<file path="src/rtl/sha256_pkg.sv">
// ----------------------------------------------------------------------------
// sha256_pkg
// Command codes, initial hash values, round constants and the SHA-256
// bit functions of the hash engine; the checker shares the command codes.
// ----------------------------------------------------------------------------
package sha256_pkg;

  localparam logic [1:0] MODE_ABSORB   = 2'd0;
  localparam logic [1:0] MODE_FINALIZE = 2'd1;
  localparam logic [1:0] MODE_RESTART  = 2'd2;

  localparam logic [7:0] PAD_MARK = 8'h80;

  localparam logic [5:0] LAST_BYTE = 6'd63;
  localparam logic [5:0] LEN_START = 6'd56;

  typedef logic [31:0] word_t;

  localparam word_t INIT_HASH [8] = '{
    32'h6a09e667, 32'hbb67ae85, 32'h3c6ef372, 32'ha54ff53a,
    32'h510e527f, 32'h9b05688c, 32'h1f83d9ab, 32'h5be0cd19
  };

  localparam word_t ROUND_K [64] = '{
    32'h428a2f98, 32'h71374491, 32'hb5c0fbcf, 32'he9b5dba5,
    32'h3956c25b, 32'h59f111f1, 32'h923f82a4, 32'hab1c5ed5,
    32'hd807aa98, 32'h12835b01, 32'h243185be, 32'h550c7dc3,
    32'h72be5d74, 32'h80deb1fe, 32'h9bdc06a7, 32'hc19bf174,
    32'he49b69c1, 32'hefbe4786, 32'h0fc19dc6, 32'h240ca1cc,
    32'h2de92c6f, 32'h4a7484aa, 32'h5cb0a9dc, 32'h76f988da,
    32'h983e5152, 32'ha831c66d, 32'hb00327c8, 32'hbf597fc7,
    32'hc6e00bf3, 32'hd5a79147, 32'h06ca6351, 32'h14292967,
    32'h27b70a85, 32'h2e1b2138, 32'h4d2c6dfc, 32'h53380d13,
    32'h650a7354, 32'h766a0abb, 32'h81c2c92e, 32'h92722c85,
    32'ha2bfe8a1, 32'ha81a664b, 32'hc24b8b70, 32'hc76c51a3,
    32'hd192e819, 32'hd6990624, 32'hf40e3585, 32'h106aa070,
    32'h19a4c116, 32'h1e376c08, 32'h2748774c, 32'h34b0bcb5,
    32'h391c0cb3, 32'h4ed8aa4a, 32'h5b9cca4f, 32'h682e6ff3,
    32'h748f82ee, 32'h78a5636f, 32'h84c87814, 32'h8cc70208,
    32'h90befffa, 32'ha4506ceb, 32'hbef9a3f7, 32'hc67178f2
  };

  function automatic word_t big_sigma0(word_t x);
    return {x[1:0], x[31:2]} ^ {x[12:0], x[31:13]} ^ {x[21:0], x[31:22]};
  endfunction

  function automatic word_t big_sigma1(word_t x);
    return {x[5:0], x[31:6]} ^ {x[10:0], x[31:11]} ^ {x[24:0], x[31:25]};
  endfunction

  function automatic word_t small_sigma0(word_t x);
    return {x[6:0], x[31:7]} ^ {x[17:0], x[31:18]} ^ {3'b000, x[31:3]};
  endfunction

  function automatic word_t small_sigma1(word_t x);
    return {x[16:0], x[31:17]} ^ {x[18:0], x[31:19]} ^ {10'b0, x[31:10]};
  endfunction

endpackage

</file>
<file path="src/rtl/sha256_hash_engine.sv">
// ----------------------------------------------------------------------------
// sha256_hash_engine
// SHA-256 over a byte stream: absorb, finalize with padding, emit digest, restart.
// ----------------------------------------------------------------------------
//  channel | handshake           | payload
//  in      | in_valid, in_ready  | mode, data_byte
//  out     | out_valid, out_ready| digest_word, word_index, last_word
//
//  An absorbed byte is shifted into the block; the byte that fills a block
//  starts the shared round unit, then a fold into the hash words. A first
//  finalize pushes the pad mark, the zero bytes, a gap with no byte and the
//  length bytes, with one or two block compressions; a later one only
//  re-emits. Both hand out one digest word per cycle via the output register.
//  Reset restores the initial hash; in_ready is low while padding, rounds or
//  digest words are in progress. out_ready low holds the current word.
// ----------------------------------------------------------------------------
module sha256_hash_engine (
  input  logic        clk,
  input  logic        rst,
  input  logic        in_valid,
  output logic        in_ready,
  input  logic [1:0]  mode,
  input  logic [7:0]  data_byte,
  output logic        out_valid,
  input  logic        out_ready,
  output logic [31:0] digest_word,
  output logic [2:0]  word_index,
  output logic        last_word
);
  import sha256_pkg::*;

  localparam logic [2:0] S_IDLE  = 3'd0;
  localparam logic [2:0] S_MARK  = 3'd1;
  localparam logic [2:0] S_ZERO  = 3'd2;
  localparam logic [2:0] S_LEN   = 3'd3;
  localparam logic [2:0] S_ROUND = 3'd4;
  localparam logic [2:0] S_FOLD  = 3'd5;
  localparam logic [2:0] S_EMIT  = 3'd6;

  logic [2:0]  state;
  logic [2:0]  resume;
  logic [5:0]  count;
  logic [63:0] bits;
  logic        finalized;
  logic [5:0]  round;
  logic [2:0]  len_cnt;
  logic [63:0] len_sh;
  logic [2:0]  emit_idx;
  word_t       hash [8];
  word_t       st [8];
  word_t       blk [16];

  logic  push_en;
  logic  [7:0] push_byte;
  logic  out_load;
  word_t t1;
  word_t t2;
  word_t sched_next;

  assign in_ready = (state == S_IDLE);
  assign out_load = (state == S_EMIT) && (!out_valid || out_ready);

  always_comb begin
    push_en   = 1'b0;
    push_byte = 8'h00;
    case (state)
      S_IDLE: begin
        push_en   = in_valid && (mode == MODE_ABSORB) && !finalized;
        push_byte = data_byte;
      end
      S_MARK: begin
        push_en   = 1'b1;
        push_byte = PAD_MARK;
      end
      S_ZERO: begin
        push_en   = (count != LEN_START);
        push_byte = 8'h00;
      end
      S_LEN: begin
        push_en   = 1'b1;
        push_byte = len_sh[63:56];
      end
      default: begin
        push_en   = 1'b0;
        push_byte = 8'h00;
      end
    endcase
  end

  always_comb begin
    t1 = st[7] + big_sigma1(st[4]) + ((st[4] & st[5]) ^ (~st[4] & st[6]))
         + ROUND_K[round] + blk[0];
    t2 = big_sigma0(st[0]) + ((st[0] & st[1]) ^ (st[0] & st[2]) ^ (st[1] & st[2]));
    sched_next = small_sigma1(blk[14]) + blk[9] + small_sigma0(blk[1]) + blk[0];
  end

  always_ff @(posedge clk) begin
    if (rst) begin
      state     <= S_IDLE;
      resume    <= S_IDLE;
      count     <= '0;
      bits      <= '0;
      finalized <= 1'b0;
      round     <= '0;
      len_cnt   <= '0;
      emit_idx  <= '0;
      out_valid <= 1'b0;
      hash      <= INIT_HASH;
    end else begin
      if (out_ready && !out_load) begin
        out_valid <= 1'b0;
      end
      if (push_en) begin
        for (int j = 0; j < 15; j++) begin
          blk[j] <= {blk[j][23:0], blk[j+1][31:24]};
        end
        blk[15] <= {blk[15][23:0], push_byte};
        count   <= count + 6'd1;
        if (count == LAST_BYTE) begin
          st    <= hash;
          round <= '0;
        end
      end
      case (state)
        S_IDLE: begin
          if (in_valid) begin
            case (mode)
              MODE_ABSORB: begin
                if (!finalized) begin
                  bits <= bits + 64'd8;
                  if (count == LAST_BYTE) begin
                    state  <= S_ROUND;
                    resume <= S_IDLE;
                  end
                end
              end
              MODE_FINALIZE: begin
                emit_idx <= '0;
                if (finalized) begin
                  state <= S_EMIT;
                end else begin
                  len_sh <= bits;
                  state  <= S_MARK;
                end
              end
              MODE_RESTART: begin
                hash      <= INIT_HASH;
                count     <= '0;
                bits      <= '0;
                finalized <= 1'b0;
              end
              default: ;
            endcase
          end
        end
        S_MARK: begin
          resume <= S_ZERO;
          state  <= (count == LAST_BYTE) ? S_ROUND : S_ZERO;
        end
        S_ZERO: begin
          if (count == LEN_START) begin
            len_cnt <= '0;
            state   <= S_LEN;
          end else if (count == LAST_BYTE) begin
            resume <= S_ZERO;
            state  <= S_ROUND;
          end
        end
        S_LEN: begin
          len_sh  <= {len_sh[55:0], 8'h00};
          len_cnt <= len_cnt + 3'd1;
          if (len_cnt == 3'd7) begin
            finalized <= 1'b1;
            resume    <= S_EMIT;
            state     <= S_ROUND;
          end
        end
        S_ROUND: begin
          st[0] <= t1 + t2;
          st[1] <= st[0];
          st[2] <= st[1];
          st[3] <= st[2];
          st[4] <= st[3] + t1;
          st[5] <= st[4];
          st[6] <= st[5];
          st[7] <= st[6];
          for (int j = 0; j < 15; j++) begin
            blk[j] <= blk[j+1];
          end
          blk[15] <= sched_next;
          round   <= round + 6'd1;
          if (round == 6'd63) begin
            state <= S_FOLD;
          end
        end
        S_FOLD: begin
          for (int j = 0; j < 8; j++) begin
            hash[j] <= hash[j] + st[j];
          end
          state <= resume;
        end
        S_EMIT: begin
          if (out_load) begin
            out_valid   <= 1'b1;
            digest_word <= hash[emit_idx];
            word_index  <= emit_idx;
            last_word   <= (emit_idx == 3'd7);
            emit_idx    <= emit_idx + 3'd1;
            if (emit_idx == 3'd7) begin
              state <= S_IDLE;
            end
          end
        end
        default: begin
          state <= S_IDLE;
        end
      endcase
    end
  end

endmodule

</file>
<file path="config.mk">
export PLATFORM = sky130hd
export DESIGN_NAME = sha256_hash_engine
export DESIGN_NICKNAME = d
export VERILOG_FILES = /design/src/rtl/sha256_pkg.sv /design/src/rtl/sha256_hash_engine.sv
export SDC_FILE = /design/constraint.sdc
export NUM_CORES = 2
export LEC_CHECK = 0
export BUFFER_PORTS_ARGS = -buffer_cell sky130_fd_sc_hd__buf_2
export CAP_MARGIN = 40
export CORE_ASPECT_RATIO = 0.6
export CORE_MARGIN = 5
export CORE_UTILIZATION = 65
export DETAILED_ROUTE_END_ITERATION = 10
export GPL_TIMING_DRIVEN = 0
export PLACE_DENSITY = 0.78
export SLEW_MARGIN = 20
export SYNTH_ARGS = -nofsm -noshare
export SYNTH_HDL_FRONTEND = slang
export SYNTH_SLANG_ARGS = --single-unit
</file>
<file path="constraint.sdc">
create_clock -name clk -period 19.1 [get_ports clk]
set_input_delay 0.955 -clock clk [delete_from_list [all_inputs] [get_ports clk]]
set_output_delay 0.955 -clock clk [all_outputs]
set_load 0.01 [all_outputs]
</file>
Word level (Yosys, flattened, before mapping)
Memory sizes are Yosys's and may differ from the RTL's.
Index checks and enable logic that the tools add are counted.
{"block": "op_classes", "add_sub_neg": 23, "multipliers": 0, "div_mod_pow": 0, "n_lt_le_gt_ge": 2, "eq_ne": 30, "shift": 0, "mux": 81, "bitwise_logic": 36, "reduce_logical": 30}
{"op": "$mux 256", "count": 5}
{"op": "$mux 32", "count": 20}
{"op": "$add 32x32->32", "count": 18}
{"op": "$pmux 256 s2", "count": 1}
{"op": "$xor 32x32->32", "count": 9}
{"op": "$mux 64", "count": 4}
{"op": "$pmux 64 s2", "count": 2}
{"op": "$and 32x32->32", "count": 5}
{"op": "$bmux 32 s3", "count": 1}
{"op": "$add 64x4->64 const B", "count": 1}
{"op": "$mux 3", "count": 21}
{"op": "$mux 6", "count": 7}
{"op": "$not 32->32", "count": 1}
{"op": "$xor 32x22->32", "count": 1}
{"op": "$xor 32x29->32", "count": 1}
{"op": "$pmux 8 s3", "count": 1}
{"op": "$pmux 3 s7", "count": 1}
{"op": "$eq 6x6->1 const B", "count": 3}
{"op": "$ne 2x2->1 const B", "count": 9}
{"op": "$pmux 3 s2", "count": 3}
{"op": "$or 1x1->1", "count": 16}
{"op": "$eq 3x3->1 const B", "count": 5}
{"op": "$reduce_bool 2->1", "count": 7}
{"op": "$add 6x1->6 const B", "count": 2}
{"op": "31 further kinds", "count": 58}
{"block": "word_totals", "regBits": 702, "latch_bits": 0, "ram_bits": 512, "rom_bits": 2048, "input_bits": 14, "out_inout_bits": 38, "wordCells": 233, "mem_count": 2}
{"name": "(no name shown)", "depth": 64, "word_bits": 32, "rd": 1, "rd_clocked_by_memory_dff": 0, "write_ports": 0, "line": "sha256_hash_engine.sv:92", "source": "+ ROUND_K[round] + blk[0];"}
{"name": "blk", "depth": 16, "word_bits": 32, "rd": 16, "rd_clocked_by_memory_dff": 0, "write_ports": 16, "line": "sha256_hash_engine.sv:51", "source": "word_t blk [16];"}

Depth between registers and ports, before layout
{"block": "logic_depth", "depth_word": 8, "depth_mapped": 41, "depth_no_buf": 38}

Worst setup path after synthesis
No wires, ideal clock.
{"block": "synth_timing", "kind": "in2reg", "startpoint": "input port in_valid", "endpoint": "register st[0] in the netlist's numbering (enable)", "setup_ns": 0.959, "arrival_time_ns": 14.588, "required_ns": 18.141, "setup_slack_ns": 3.553, "cell_stages": 9, "path_buffers": 3, "cell_sequence": "nor2b_1 a21oi_1 a21oi_1 nor2_1 or3_1 clkbuf_1 clkbuf_1 clkbuf_1 a21oi_1"}
{"block": "synth_via", "elab_chain_len": 5}
{"element": "from (decl)", "line": "sha256_hash_engine.sv:20", "source": "input logic in_valid,"}
{"element": "$logic_and 1x1->1 (2 in series)", "line": "sha256_hash_engine.sv:68", "source": "push_en = in_valid && (mode == MODE_ABSORB) && !finalized;"}
{"element": "$pmux 1 s3", "line": "sha256_hash_engine.sv:66", "source": "case (state)"}
{"element": "$reduce_bool 2->1 (no line)"}
{"element": "$reduce_and 3->1 (no line)"}
{"element": "to (signal assigned)", "line": "sha256_hash_engine.sv:120", "source": "st <= hash;"}
{"element": "to (decl)", "line": "sha256_hash_engine.sv:50", "source": "word_t st [8];"}
No other way between the ends.
A chain may end at the register's enable or synchronous reset.

Worst setup path in the final report
{"block": "layout_timing", "startpoint": "register round[1]", "endpoint": "register st[254] in the netlist's numbering (data pin)"}
{"block": "layout_via", "elab_chain_len": 8}
{"element": "from (decl)", "line": "sha256_hash_engine.sv:45", "source": "logic [5:0] round;"}
{"element": "from (signal assigned)", "line": "sha256_hash_engine.sv:191", "source": "round <= round + 6'd1;"}
{"element": "$not 6->7 (not written as such)", "line": "sha256_hash_engine.sv:92"}
{"element": "$mem_v2 64x32"}
{"element": "$mux 32 (not written as such) (2 in series)", "line": "sha256_hash_engine.sv:92"}
{"element": "$add 32x32->32 (2 in series)", "line": "sha256_hash_engine.sv:92"}
{"element": "$add 32x32->32", "line": "sha256_hash_engine.sv:179", "source": "st[0] <= t1 + t2;"}
{"element": "$mux 256", "line": "sha256_hash_engine.sv:124", "source": "case (state)"}
No other way between the ends. The select of a mux whose other input is x is not followed.

==> qor.yml <==
wire_per_inst_um: 30.1
dpl_cell_area_sq_um: 81700
drive_gt1_frac: 0.0676
worstMarginPinSlew_ps: 1030
gr-usage-met1: 0.712
leakage_nw: 35.3
syn-cell-area_sq_um: 77900
fp.dieArea_sq_um: 127000
design_area_sq_um: 86100
cp.arrival_ps: 12070
io_buffers: 50
synth_cells: 8561
synth_top_cell_area_share: 0.333
area_growth_pct: 10.5
cts_root_buffer: "clkbuf_16"
finalCritPeriodShare: 0.605
clk_latency_ps: 790
ctsHoldBuffers: 0
fin_skew_ps: 70.2
dp_hpwl_mm: 251
start_kind: "register"
place_inst: 10300
dr_total_vias: 72300
hold_viol_final: 0
timing.final.crit_period_ps: 11560
setup_viol: 0
layout.area.seq_sq_um: 32800
cp-end-kind: "register"
yosysMostFrequentCell: "nand2_1"
slowest_delay_ps: 640
ctsResizeCount: 0
path_common_cell: "inv_1"
syn_nets: 9170
grt_max_degree: 61
num-nets-final: 9481
grt_use_met2: 0.557
cp_max_fo: 9
fin_ws_ps: 7540
die_height_um: 278
grt-busiest-layer: "met1"
synthTopCellsByArea: "edfxtp_1, nand2_1, dfxtp_1, ha_1, fa_1"
start_util: 0.654
synth-edff-count: 865
ys_ff_latch: 1207
criticalPathCategory: "register to register"
gp_congestion: 1.11
viasPerCell: 6.83
clockBufferDepth: 3
total_power_w: 0.0110
status: "finished, final reports clean"
layout.cells.non_filler: 10600
p_per_area_nw_per_um2: 128
synth_area_leader_cell: "edfxtp_1"
synth.distinct_cells: 97
fmax_mhz: 86.5
grt_pass1_vias: 65500
cts_buffers: 113
grt_pass1_wl_mm: 449
antenna_found_initial: 20
syn_area_per_cell_sq_um: 9.10
clk_pin_slew_ps: 70
io_pins: 52
drt_wl_total_mm: 318
grt_overflow: 0
post_cts_buffers: 0
slew_headroom: 0.304
drv_cap: 0
use_met3: 0.336
async_reset_ff_frac: 0
first_pass_iters: 9
ant_nets: 0
fill_cells: 8626
required_ps: 19610
drt-initial-drc-count: 14500
hp-class: "register to register"
ys.flop_type: "edfxtp_1"
cts.sinks: 1207
post-place-ws_ps: 8100
slowest_stage: "clkbuf_1"
synth_seq_area_share: 0.421
rsz0062_at_grt: "no"
cts_tree: "done"
rows: 98
ir_drop_mv: 0.129
drc_errors: 0
die_x_um: 457
synth.top_cells.by_count: "nand2_1, edfxtp_1, nor2_1"
grtUsageTotal: 0.483
multiInputGateArea_sq_um: 42100
yosysWarningCount: 0
core_area_sq_um: 119000
htreeDepth: 3
final-max-slew-violation-count: 0
-- registers in the layout, summed over array words and instances, names as in the netlist, 2 cells and up --
register	count
st	256
word_index	3
count	6
len_sh	61
state	3
emit_idx	3
hash	256
len_cnt	3
digest_word	32
bits	61
resume	2
blk	512
round	6
-- path summary, 6_finish.rpt --
check / startpoint / to / slack, ps / cells past startpoint
hold / removal: resume[2]$_SDFFE_PP0P_ / resume[2]$_SDFFE_PP0P_ / 480 / 2
setup reg to reg: round[1]$_SDFFE_PP0P_ / st[254]$_DFFE_PP_ / 7540 / 39
setup / recovery: round[1]$_SDFFE_PP0P_ / st[254]$_DFFE_PP_ / 7540 / 39
hold reg to reg: resume[2]$_SDFFE_PP0P_ / resume[2]$_SDFFE_PP0P_ / 480 / 2
-- kinds of logic (layout without fill, tap and decap cells) --
logic type      count (synthesis)  count (layout)  share of synthesized area
other cells                     0              13                          0
fa+ha+maj                     598             598                      0.115
xor+xnor                      629             629                     0.0707
buf+inv                       805            1213                     0.0388
flops                        1207            1207                      0.421
compound gates               1673            1673                      0.136
mux                           153             153                     0.0325
simple gates                 3496            3496                      0.186
-- cells in the final DEF (no fill, tap or decap), types with 71 or more instances in the layout --
cell	n
xor2_1	245
fa_1	195
mux4_2	74
nand3_1	85
xnor2_1	384
edfxtp_1	865
nand2b_1	154
nor2_1	447
a22oi_1	79
o21a_1	71
o22ai_1	92
dfxtp_1	342
ha_1	400
o21ai_0	387
clkbuf_1	444
nand2_1	2489
a21o_1	184
a21oi_1	424
inv_1	320
clkbuf_16	117
-- layer usage --
metal,part of all wire,up-vias
li1,-,30100
met1,0.39,34500
met2,0.34,6872
met3,0.24,802
met4,0.032,24
met5,0.0017,-
-- report_power, final --
part | switching (W) | internal, W | total (W)
clock network | 0.00114 | 0.00131 | 0.00245
logic | 0.00339 | 0.00188 | 0.00527
registers | 0.000148 | 0.00314 | 0.00329
-- final cells by class --
type / count / area share
multi-input cells: 6549 / 0.489
flip-flops and latches: 1207 / 0.381
clock buffers: 151 / 0.0370
repair buffers: 196 / 0.0251
well taps: 1600 / 0.0233
plain buffers: 481 / 0.0213
inverters: 324 / 0.0141
clock inverters: 61 / 0.00792
diodes: 13 / 0.000378
-- critical path: cells and delay by family, from the launching register on --
kind,cells,cell delay [ps]
xor+xnor,2,590
flops,1,500
simple gates,6,1320
compound gates,15,3710
buf+inv,9,2150
fa+ha+maj,7,2970
-- per-stage QoR --
step | util | hold slack [ps] | setup TNS (ps)
finish | 0.723 | 485 | 0
global route | 0.723 | 492 | 0
CTS | 0.719 | 477 | 0
detailed placement | 0.687 | 469 | 0
global placement | 0.673 | 454 | -2182990
floorplan | - | 431 | 0
Note: power is estimated with default switching activity, not from simulation.
